File: config.mk
export PLATFORM = sky130hd
export DESIGN_NAME = bracketed_ipv4_text_scanner
export DESIGN_NICKNAME = d
export VERILOG_FILES = /design/src/rtl/bis_pkg.sv /design/src/rtl/bis_finish.sv /design/src/rtl/bracketed_ipv4_text_scanner.sv
export SDC_FILE = /design/constraint.sdc
export NUM_CORES = 1
export LEC_CHECK = 0
export ABC_AREA = 0
export BUFFER_PORTS_ARGS = -buffer_cell sky130_fd_sc_hd__buf_2
export CAP_MARGIN = 20
export CORE_MARGIN = 2
export CORE_UTILIZATION = 40
export DETAILED_ROUTE_END_ITERATION = 10
export GPL_TIMING_DRIVEN = 0
export PLACE_DENSITY = 0.64
export SLEW_MARGIN = 25
export SYNTH_ARGS = -nofsm -noshare
export SYNTH_HDL_FRONTEND = slang
export SYNTH_HIERARCHICAL = 1
export SYNTH_SLANG_ARGS = --single-unit
export TNS_END_PERCENT = 30
File: constraint.sdc
create_clock -name clock -period 4.6 [get_ports clock]
set_input_delay 0.46 -clock clock [delete_from_list [all_inputs] [get_ports clock]]
set_output_delay 0.46 -clock clock [all_outputs]
set_load 0.02 [all_outputs]
File: src/rtl/bis_pkg.sv
// Shared constants, types and the per-character scan step of the IPv4 text scanner.
package bis_pkg;

   localparam int unsigned MAX_TEXT        = 16;
   localparam int unsigned HOST_OFFSET     = 15;
   localparam int unsigned FOUND_LEN_LIMIT = 16;
   localparam int unsigned OCTET_MAX       = 255;
   localparam int unsigned LEN_W           = $clog2(MAX_TEXT + 2);
   localparam int unsigned POS_W           = 4;
   localparam int unsigned OCT_W           = 10;

   localparam logic [7:0] CH_PAREN   = 8'h28;  // (
   localparam logic [7:0] CH_BRACKET = 8'h5B;  // [
   localparam logic [7:0] CH_AT      = 8'h40;  // @
   localparam logic [7:0] CH_DOT     = 8'h2E;
   localparam logic [7:0] CH_SPACE   = 8'h20;
   localparam logic [7:0] CH_ZERO    = 8'h30;
   localparam logic [7:0] CH_NINE    = 8'h39;

   // digit_phase: 0 outside an octet, 1..3 digits taken + 1, 4 octet full
   localparam logic [2:0] PH_OUT        = 3'd0;
   localparam logic [2:0] PH_FIRST      = 3'd1;
   localparam logic [2:0] PH_LAST_DIGIT = 3'd3;

   localparam logic [2:0] DOTS_FULL = 3'd3;
   localparam logic [2:0] DOT_STOP  = 3'd4;

   typedef struct packed {
      logic                        stopped;
      logic                        tail_digit;
      logic [2:0]                  digit_phase;
      logic [2:0]                  dot_count;
      logic [LEN_W-1:0]            text_length;
      logic [3:0][OCT_W-1:0]       octets;
   } scan_state_type;

   typedef struct packed {
      scan_state_type st;
      logic           consumed;
   } scan_result_type;

   // line state handed to the end-of-line stage
   typedef struct packed {
      logic           held_valid;
      logic [7:0]     held_char;
      scan_state_type st;
   } line_snap_type;

   function automatic logic is_digit(input logic [7:0] c);
      return (c >= CH_ZERO) && (c <= CH_NINE);
   endfunction

   // One scan of character c against lookahead la (la_ok low at end of line).
   function automatic scan_result_type scan_step(input scan_state_type s,
                                                 input logic [7:0]     c,
                                                 input logic           la_ok,
                                                 input logic [7:0]     la);
      scan_result_type  r;
      logic [1:0]       idx;
      logic [OCT_W-1:0] cur;
      r          = '{st: s, consumed: 1'b0};
      idx        = s.dot_count[1:0];
      cur        = s.octets[idx];
      priority if (s.stopped) begin
         r.consumed = 1'b0;
      end else if (c == CH_PAREN || c == CH_BRACKET || c == CH_AT) begin
         if (la_ok && is_digit(la)) begin
            r.st.digit_phase = PH_FIRST;
            r.st.dot_count   = '0;
            r.st.text_length = '0;
            r.st.octets      = '0;
            r.st.tail_digit  = 1'b0;
         end
      end else if (s.digit_phase == PH_OUT || s.digit_phase > PH_LAST_DIGIT) begin
         r.consumed = 1'b0;
      end else if (!is_digit(c)) begin
         r.st.digit_phase = PH_OUT;
      end else if (s.text_length >= LEN_W'(MAX_TEXT)) begin
         r.st.stopped = 1'b1;
      end else begin
         // value * 10 + digit; three digits at most, so 10 bits never wrap
         r.st.octets[idx] = {cur[OCT_W-4:0], 3'b000} + {cur[OCT_W-2:0], 1'b0}
                            + OCT_W'(c[3:0]);
         if (s.dot_count >= DOTS_FULL) begin
            r.st.tail_digit = 1'b1;
         end
         r.st.text_length = s.text_length + LEN_W'(1);
         r.st.digit_phase = s.digit_phase + 3'd1;
         if (la_ok && la == CH_DOT) begin
            if (s.dot_count >= DOTS_FULL) begin
               r.st.dot_count = DOT_STOP;
               r.st.stopped   = 1'b1;
            end else begin
               r.st.dot_count   = s.dot_count + 3'd1;
               r.st.text_length = s.text_length + LEN_W'(2);
               r.st.digit_phase = PH_FIRST;
               r.consumed       = 1'b1;
            end
         end
      end
      return r;
   endfunction

endpackage

File: src/rtl/bis_finish.sv
// End-of-line step: scans the held character, validates the candidate and packs it.
module bis_finish (
   input  bis_pkg::line_snap_type snap,
   output logic                   found,
   output logic [31:0]            address
);

   bis_pkg::scan_result_type tail;
   bis_pkg::scan_state_type  st;
   logic                     octets_ok;

   always_comb begin
      tail = bis_pkg::scan_step(snap.st, snap.held_char, 1'b0, 8'h00);
      st   = snap.held_valid ? tail.st : snap.st;
   end

   always_comb begin
      octets_ok = 1'b1;
      for (int k = 0; k < 4; k++) begin
         if (st.octets[k] > bis_pkg::OCT_W'(bis_pkg::OCTET_MAX)) begin
            octets_ok = 1'b0;
         end
      end
   end

   always_comb begin
      found = (st.dot_count == bis_pkg::DOTS_FULL) && st.tail_digit
              && (st.text_length < bis_pkg::LEN_W'(bis_pkg::FOUND_LEN_LIMIT))
              && octets_ok;
      address = found ? {st.octets[0][7:0], st.octets[1][7:0],
                         st.octets[2][7:0], st.octets[3][7:0]} : 32'h0;
   end

endmodule

File: src/rtl/bracketed_ipv4_text_scanner.sv
// Top level of the bracketed IPv4 text scanner.
//
//   channel | dir | handshake              | payload
//   --------+-----+------------------------+---------------------------------
//   req     | in  | req_tvalid/req_tready  | tdata = ch, tlast = end of line
//   rsp     | out | rsp_tvalid/rsp_tready  | tdata = address, tuser = found
//   csr     | in  | csr_wr_en              | csr_wr_data = reverse_check
//
// One character per cycle, back to back unless req stalls; the scan step
// (multiply by ten and a few counters) sits between the input register and
// the line state registers. Results pass the end-of-line and result registers.
// Reset is synchronous: clears valid bits, line state and the reverse-check bit.
// A result waiting on rsp_tready holds while the next line streams in; the
// last character of a third line waits in the input register and stalls req.
module bracketed_ipv4_text_scanner (
   input  logic        clock,
   input  logic        reset,
   input  logic        req_tvalid,
   output logic        req_tready,
   input  logic [7:0]  req_tdata,   // [7:0] ch
   input  logic        req_tlast,   // last character of the line
   output logic        rsp_tvalid,
   input  logic        rsp_tready,
   output logic [31:0] rsp_tdata,   // [31:0] address
   output logic        rsp_tuser,   // [0] found
   input  logic        csr_wr_en,
   input  logic        csr_wr_data  // reverse_check
);

   // configuration
   logic rev_ff;

   // input register
   logic       in_valid_ff, in_valid_in;
   logic [7:0] in_ch_ff;
   logic       in_last_ff;

   // line state
   logic                           held_valid_ff, held_valid_in;
   logic [7:0]                     held_char_ff, held_char_in;
   logic [bis_pkg::POS_W-1:0]      pos_ff, pos_in;
   logic                           skip_host_ff, skip_host_in;
   bis_pkg::scan_state_type        scan_ff, scan_in;
   bis_pkg::scan_result_type       step;
   logic                           do_feed;

   // end-of-line stage
   logic                   fin_valid_ff, fin_valid_in;
   bis_pkg::line_snap_type fin_snap_ff, fin_snap_in;
   logic                   fin_found;
   logic [31:0]            fin_address;

   // result register
   logic        rsp_valid_ff, rsp_valid_in;
   logic        rsp_found_ff;
   logic [31:0] rsp_addr_ff;

   logic rsp_free, fin_free, a_fire, in_free, req_xfer;

   // flow control: a character only waits when it ends a line and the
   // end-of-line stage is still blocked by an untaken result
   assign rsp_free = !rsp_valid_ff || rsp_tready;
   assign fin_free = !fin_valid_ff || rsp_free;
   assign a_fire   = in_valid_ff && (!in_last_ff || fin_free);
   assign in_free  = !in_valid_ff || a_fire;
   assign req_xfer = req_tvalid && in_free;

   assign req_tready = in_free;
   assign rsp_tvalid = rsp_valid_ff;
   assign rsp_tdata  = rsp_addr_ff;
   assign rsp_tuser  = rsp_found_ff;

   always_ff @(posedge clock) begin
      if (reset) begin
         rev_ff <= 1'b0;
      end else if (csr_wr_en) begin
         rev_ff <= csr_wr_data;
      end
   end

   // input register
   always_comb begin
      in_valid_in = in_valid_ff;
      if (req_xfer) begin
         in_valid_in = 1'b1;
      end else if (a_fire) begin
         in_valid_in = 1'b0;
      end
   end

   always_ff @(posedge clock) begin
      if (reset) begin
         in_valid_ff <= 1'b0;
      end else begin
         in_valid_ff <= in_valid_in;
      end
   end

   always_ff @(posedge clock) begin
      if (req_xfer) begin
         in_ch_ff   <= req_tdata;
         in_last_ff <= req_tlast;
      end
   end

   // per-character update: prefix/hostname skip, then feed with lookahead
   always_comb begin
      held_valid_in = held_valid_ff;
      held_char_in  = held_char_ff;
      pos_in        = pos_ff;
      skip_host_in  = skip_host_ff;
      scan_in       = scan_ff;
      do_feed       = 1'b0;
      step          = bis_pkg::scan_step(scan_ff, held_char_ff, 1'b1, in_ch_ff);

      if (rev_ff && !skip_host_ff) begin
         if (pos_ff < bis_pkg::POS_W'(bis_pkg::HOST_OFFSET)) begin
            pos_in = pos_ff + bis_pkg::POS_W'(1);
         end else if (in_ch_ff == bis_pkg::CH_SPACE) begin
            skip_host_in = 1'b1;
            do_feed      = 1'b1;
         end
      end else begin
         do_feed = 1'b1;
      end

      if (do_feed) begin
         if (held_valid_ff) begin
            scan_in = step.st;
            if (step.consumed) begin
               // the dot was taken as lookahead, nothing left to hold
               held_valid_in = 1'b0;
            end else begin
               held_char_in = in_ch_ff;
            end
         end else begin
            held_char_in  = in_ch_ff;
            held_valid_in = 1'b1;
         end
      end

      fin_snap_in = '{held_valid: held_valid_in, held_char: held_char_in, st: scan_in};
   end

   // line state clears after the last character of each line
   always_ff @(posedge clock) begin
      if (reset) begin
         held_valid_ff <= 1'b0;
         held_char_ff  <= '0;
         pos_ff        <= '0;
         skip_host_ff  <= 1'b0;
         scan_ff       <= '0;
      end else if (a_fire) begin
         if (in_last_ff) begin
            held_valid_ff <= 1'b0;
            held_char_ff  <= '0;
            pos_ff        <= '0;
            skip_host_ff  <= 1'b0;
            scan_ff       <= '0;
         end else begin
            held_valid_ff <= held_valid_in;
            held_char_ff  <= held_char_in;
            pos_ff        <= pos_in;
            skip_host_ff  <= skip_host_in;
            scan_ff       <= scan_in;
         end
      end
   end

   // end-of-line stage
   always_comb begin
      fin_valid_in = fin_valid_ff;
      if (a_fire && in_last_ff) begin
         fin_valid_in = 1'b1;
      end else if (rsp_free) begin
         fin_valid_in = 1'b0;
      end
   end

   always_ff @(posedge clock) begin
      if (reset) begin
         fin_valid_ff <= 1'b0;
      end else begin
         fin_valid_ff <= fin_valid_in;
      end
   end

   always_ff @(posedge clock) begin
      if (a_fire && in_last_ff) begin
         fin_snap_ff <= fin_snap_in;
      end
   end

   bis_finish u_finish (
      .snap    (fin_snap_ff),
      .found   (fin_found),
      .address (fin_address)
   );

   // result register
   always_comb begin
      rsp_valid_in = rsp_free ? fin_valid_ff : rsp_valid_ff;
   end

   always_ff @(posedge clock) begin
      if (reset) begin
         rsp_valid_ff <= 1'b0;
      end else begin
         rsp_valid_ff <= rsp_valid_in;
      end
   end

   always_ff @(posedge clock) begin
      if (rsp_free && fin_valid_ff) begin
         rsp_found_ff <= fin_found;
         rsp_addr_ff  <= fin_address;
      end
   end

endmodule

## Word-level counts from Yosys, hierarchy flattened

Cells that the tools add are included.

- Add/sub/neg operators: 11
- Eq/ne operators: 10
- Div/mod/pow operators: 0
- Reductions and logical operators: 37
- Magnitude comparators: 22
- Multiplexer cells: 74
- $mul: 0
- Shift operators: 0
- Bitwise gates (word level): 0

Operators by type and width:

| operator | number |
|---|---|
| $mux 53 | 6 |
| $mux 45 | 4 |
| $mux 52 | 3 |
| $bwmux 40 | 2 |
| $mux 49 | 1 |
| $mux 46 | 1 |
| $bmux 10 s2 | 2 |
| $demux 10 s2 | 2 |
| $gt 10x8->1 const B | 4 |
| $eq 8x6->1 const B | 4 |
| $eq 8x7->1 const B | 4 |
| $mux 8 | 4 |
| $mux 1 | 31 |
| $mux 4 | 7 |
| $ge 8x6->1 const B | 3 |
| $le 8x6->1 const B | 3 |
| $add 10x10->10 | 2 |
| $add 10x4->10 | 2 |
| $mux 10 | 2 |
| $mux 9 | 2 |
| $logic_and 1x1->1 | 13 |
| $mux 3 | 4 |
| $mux 11 | 1 |
| $add 5x1->5 const B | 2 |
| 20 further kinds | 45 |

- Bits in read-only memories: 0
- Logic and storage cells: 186
- Bits in registers: 175
- Input bits: 15
- Memories: 0
- Memory bits (writable): 0
- Bits in latches: 0
- Output and inout port bits: 35

## Logic depth before layout (Yosys ltp)

- Depth after elaboration: 17
- Gate-level depth with buffers: 14
- Mapped depth without buffers: 11

## Cells and area by module

The synthesis kept the hierarchy.

Modules (own cells, without submodules):

| module | cells each | seq. area each (um^2) | times used | area an instance (um^2) |
|---|---|---|---|---|
| bracketed_ipv4_text_scanner | 666 | 4,544.4 | 1 | 7,781.2 |
| bis_finish | 166 | 0.0 | 1 | 1,621.6 |

## Least setup slack after synthesis

Ideal clock, no wire load.

- Kind: flip-flop to flip-flop
- Start point: reg in_last_ff
- End point: reg pos_ff[1] (netlist bit)
- Cell stages (with the launch flop): 8
- Setup slack: 0.561 ns
- Arrival time: 3.912 ns
- Data required time: 4.473 ns
- Library setup time: 0.127 ns
- Buffers on the path: 1
- Clock period less this slack: 4.039 ns
- Cells stage by stage: edfxtp_1 > buf_2 > nand4b_1 > nand2_1 > nor2_1 > nor2_1 > a22oi_1 > nor2_1

- Longest elaborated chain between the ends: 4
- Elaborated cells between the ends (all ways): 7
- Classes of those cells: mux: 1; reduce/logical: 6

Ends and longest elaborated chain:

| item | RTL line | source |
|---|---|---|
| start, declared | bracketed_ipv4_text_scanner.sv:36 | `logic in_last_ff;` |
| start signal, assigned | bracketed_ipv4_text_scanner.sv:102 | `in_last_ff <= req_tlast;` |
| $logic_not 1->1 | bracketed_ipv4_text_scanner.sv:64 | `assign a_fire = in_valid_ff && (!in_last_ff \|\| fin_free);` |
| $logic_or 1x1->1 | bracketed_ipv4_text_scanner.sv:64 |  |
| $logic_and 1x1->1 | bracketed_ipv4_text_scanner.sv:64 |  |
| $reduce_and 3->1 (no source line) | - |  |
| end signal, assigned | bracketed_ipv4_text_scanner.sv:163 | `pos_ff <= pos_in;` |
| end, declared | bracketed_ipv4_text_scanner.sv:41 | `logic [bis_pkg::POS_W-1:0] pos_ff, pos_in;` |

Parallel ways exist; a longest one is shown, timed or not.
A chain may end at the register's enable or synchronous reset.

==> flow_results.org <==
** Timing
- The number of failing hold endpoints at the final stage was 0.
- Derived from the worst setup path, the maximum achievable clock frequency is 234.2 MHz.
- The max-slew violation count is 0.
- Measured against its own limit, the worst slew margin works out to 30.72%.
- Setup violations remaining at the end of the flow were counted as 0.
- Post-Route Hold Slack :: 0.1959 ns
- In the post-route analysis, the smallest setup slack over all paths is 0.3298 ns.
- Setup repair after global routing missed its margin :: no
- Share of the clock period used by the worst path after layout :: between 90% and 100%
- For the pin with the worst max-slew slack, the measured transition is 1.032 ns.
- The worst path in the final design needs a cycle of 4.270 ns, including I/O delays and setup.
- Clk_skew :: 0.01404 ns

** Detailed routing
- In the routed layout, each cell is associated on average with a via count of 5.604.
- Once detail routing completed, the nets flagged for antenna violations numbered 0.
- Met2 WL :: between 10000 and 15000 um
- Overall via count from detail_route :: 6921
- After detailed routing, the number of remaining DRC violations is 0.
- Wires add up to 22970 um.
- After the first detailed-routing iteration, the DRC count stood at 397.
- In this run the top signal layer used is met4.
- The first detailed-routing pass ran for 5 iterations.
- Wire length on met1 :: 10320 um
- In the detailed route, the total length drawn on met3 is 1612 um.
- After detailed routing, the average wire length per cell comes to 18.60 um.

** Final layout
- Design Area, Final :: 10710 um^2
- The multi-input combinational cells in the finished layout cover a total of about 4500 um^2.
- The number of antenna diodes in the final layout is 0.
- In the final design database the tool counted 962 nets.
- The sequential cells in the finished layout cover a total of 4544 um^2.
- The post-route netlist has 19.76% of its cells at a drive strength greater than 1.
- Counting the fill cells in the layout gives 2146.
- Relative to the synthesized area, the layout overhead comes to 13.93%.
- Highest-count cells in the layout ignoring fill and taps :: sky130_fd_sc_hd__nand2_1 (104), sky130_fd_sc_hd__edfxtp_1 (104), sky130_fd_sc_hd__o21ai_0 (83), sky130_fd_sc_hd__dfxtp_1 (71), sky130_fd_sc_hd__buf_2 (60)
- Number of standard cells in the layout, taps in and fillers out :: 1235

** Floorplan
- Starting utilization of the core area :: 40.42%
- After floorplanning, the core was divided into between 50 and 60 placement rows.
- The core region is 23260 um^2.
- Die boundary width :: 157.3 um
- Count of boundary I/O pins :: 50
- DIE AREA :: 24750 um^2
- The die is 157.3 um tall.

** Outcome
- Result of the run :: finished clean

** GRT
- Maximum number of pins on one net before global-route repair :: 31
- The number of antenna violations at the first check in global routing came to 0.
- After global routing the overflow that remains totals 0.
- The first global-routing pass estimated 36710 um of wire.
- Vias in the first global route :: 6546
- Global routing used 19.30% of the available tracks across all layers.

** Worst setup path
- Critical Path, Cell by Cell :: buf_2 -> buf_1 -> mux4_2 -> inv_1 -> fa_1 -> fa_1 -> nor2b_1 -> o31a_1 -> o21ai_0 -> nand2b_1 -> xnor2_1 -> o21ai_0
- Cell with the largest stage delay on the worst path :: sky130_fd_sc_hd__mux4_2
- Arrival time worst endpoint :: 4.41 ns
- Element type at the critical path end :: flip-flop
- Kind of critical path :: reg2reg
- Worst EP required :: around 4.7 ns
- In this run the worst path has a maximum fanout of 10.
- Worst Setup Start Kind :: flip-flop
- Largest stage delay on the critical path :: 0.65 ns

** Logic synthesis
- Yosys top cell area share :: 33.21%
- Area of the mapped netlist :: 9403 um^2
- Most frequently used flop master after synthesis :: sky130_fd_sc_hd__edfxtp_1
- Count of distinct cell types in the synthesized netlist :: 75
- Of the synthesized area, sequential elements account for 48.33%.
- Post-synthesis net count :: about 890
- Ys Warns :: 6
- Yosys attributes the largest share of cell area to sky130_fd_sc_hd__edfxtp_1 (33%), sky130_fd_sc_hd__dfxtp_1 (15%), sky130_fd_sc_hd__ha_1 (5.3%).
- Yosys reg bits :: ~180
- A synthesized cell averages 11.30 um^2.
- Most area-hungry cell type in the Yosys netlist :: sky130_fd_sc_hd__edfxtp_1
- Cells after synthesis :: 832
- Counting flops with an async set or reset pin after synthesis yields a share of 0%.
- The synthesized design contains 104 enable-type register cells.

** Clock tree
- The H-tree generated during clock tree synthesis spans 4 levels.
- Clock latency on the worst-skew pair, taken at its later pin, is 0.43 ns.
- Quantity of hold-fixing buffers added after cts :: 0
- # clock sinks :: around 180
- Clock buffers created by TritonCTS :: 17
- TritonCTS built the clock tree.
- No sink is reached through more buffers than the 2 on the longest clock path.
- CTS Root Cell :: sky130_fd_sc_hd__clkbuf_16
- Setup fix buffers added after clock tree synthesis :: 0
- Number of gates resized after CTS :: 0
- After clock tree synthesis, the clock-pin slew on the worst setup and hold paths is around 0.070 ns.

** Placement
- After legalization and detailed placement, the total HPWL measured roughly 17000 um.
- Port Buffers :: 49
- Post-placement setup slack :: 0.3462 ns
- Including well taps, the total number of placed cells is 1203.
- Placer Congestion :: around 0.9
- Placed cell areas :: 10130 um^2

** Power
- For this design the ratio of total power to cell area is approximately 320 nW/um^2.
- Largest vdd supply drop :: 0.0002415 V
- Leakage power of the design :: 3.642 nW

** Worst hold path
- The min-delay analysis places its worst path in the category in2reg.

** Flow run
- The tool flagged a number of max-cap violations equal to 0.
per-stage QoR:
stage	setup TNS (ns)	power, mW	utilization [%]
detailed placement	0	2.023	43.55
finish	0	3.433	46.05
CTS	0	3.452	46.05
floorplan	0	1.942	-
global route	0	3.549	46.05
global placement	-32.25	2.015	43.19
layout make-up:
cell class              instances  share of cell area [%]
flip-flops and latches        175                   42.42
multi-input cells             582                   42.16
clock buffers                  20                   4.170
well taps                     319                   3.726
repair buffers                 52                   2.920
plain buffers                  41                   2.137
clock inverters                12                   1.273
inverters                      34                   1.191
Yosys cell counts (6+ instances only):
library cell	number
sky130_fd_sc_hd__edfxtp_1	104
sky130_fd_sc_hd__xnor2_1	8
sky130_fd_sc_hd__nor3b_1	6
sky130_fd_sc_hd__nor4_1	9
sky130_fd_sc_hd__buf_6	6
sky130_fd_sc_hd__nand3_1	12
sky130_fd_sc_hd__a22oi_1	6
sky130_fd_sc_hd__a211oi_2	30
sky130_fd_sc_hd__a32o_1	20
sky130_fd_sc_hd__o21ai_0	83
sky130_fd_sc_hd__a21o_1	8
sky130_fd_sc_hd__dfxtp_1	71
sky130_fd_sc_hd__inv_1	34
sky130_fd_sc_hd__ha_1	40
sky130_fd_sc_hd__clkbuf_1	14
sky130_fd_sc_hd__nor3_1	9
sky130_fd_sc_hd__nand2_1	104
sky130_fd_sc_hd__nor2b_1	9
sky130_fd_sc_hd__mux2i_1	33
sky130_fd_sc_hd__a22o_1	9
sky130_fd_sc_hd__mux4_2	18
sky130_fd_sc_hd__buf_2	11
sky130_fd_sc_hd__o21ai_1	16
sky130_fd_sc_hd__nor2_1	31
sky130_fd_sc_hd__mux2_2	7
sky130_fd_sc_hd__a21oi_1	21
routing by layer:
layer | GRT usage, % | up-vias
li1 | - | 3317
met3 | 3.992 | 45
met2 | 29.53 | 279
met4 | 8.398 | 0
met1 | 26.49 | 3280
met5 | 0 | -
worst max-delay path, delay by kind of cell (launching register included):
family / cells / cell delay [ns]
buffers and inverters: 3 / 0.97
adder cells (fa/ha/maj): 2 / 0.93
multiplexers: 1 / 0.65
AO/OA/AOI/OAI: 3 / 0.48
flip-flops: 1 / 0.36
AND/OR/NAND/NOR: 2 / 0.29
XOR/XNOR: 1 / 0.28
power by group:
group | internal (mW) | leakage [nW] | switching, mW | total [mW]
Combinational | 0.100 | 1.77 | 0.181 | 0.282
Clock | 0.819 | 0.279 | 0.619 | 1.44
Sequential | 1.69 | 1.60 | 0.0255 | 1.71
Total | 2.61 | 3.64 | 0.826 | 3.43
final timing paths:
path / from / to / slack [ns] / cells after the start
worst max-delay path: scan_ff[45] / fin_snap_ff[18] / 0.33 / 12
worst min-delay path: req_tlast / in_last_ff / 0.20 / 1
worst max register to register: scan_ff[45] / fin_snap_ff[18] / 0.33 / 12
worst min register to register: scan_ff[19] / scan_ff[19] / 0.46 / 2
state kept, by name, summed over array words and instances (netlist names), 4 cells and up:
signal,cells
fin_snap_ff,62
held_char_ff,8
in_ch_ff,8
pos_ff,4
rsp_tdata,32
scan_ff,53
kinds of logic (layout without fill, tap and decap cells):
| kind of cell | Yosys count | count (layout) | share of synthesized area, % |
|---|---|---|---|
| AO/OA/AOI/OAI | 243 | 243 | 19.22 |
| multiplexers | 58 | 58 | 8.663 |
| adder cells (fa/ha/maj) | 44 | 44 | 6.174 |
| buffers and inverters | 75 | 159 | 3.792 |
| flip-flops | 175 | 175 | 48.33 |
| AND/OR/NAND/NOR | 222 | 222 | 12.27 |
| XOR/XNOR | 15 | 15 | 1.557 |
Note: power is estimated with default switching activity, not from simulation.
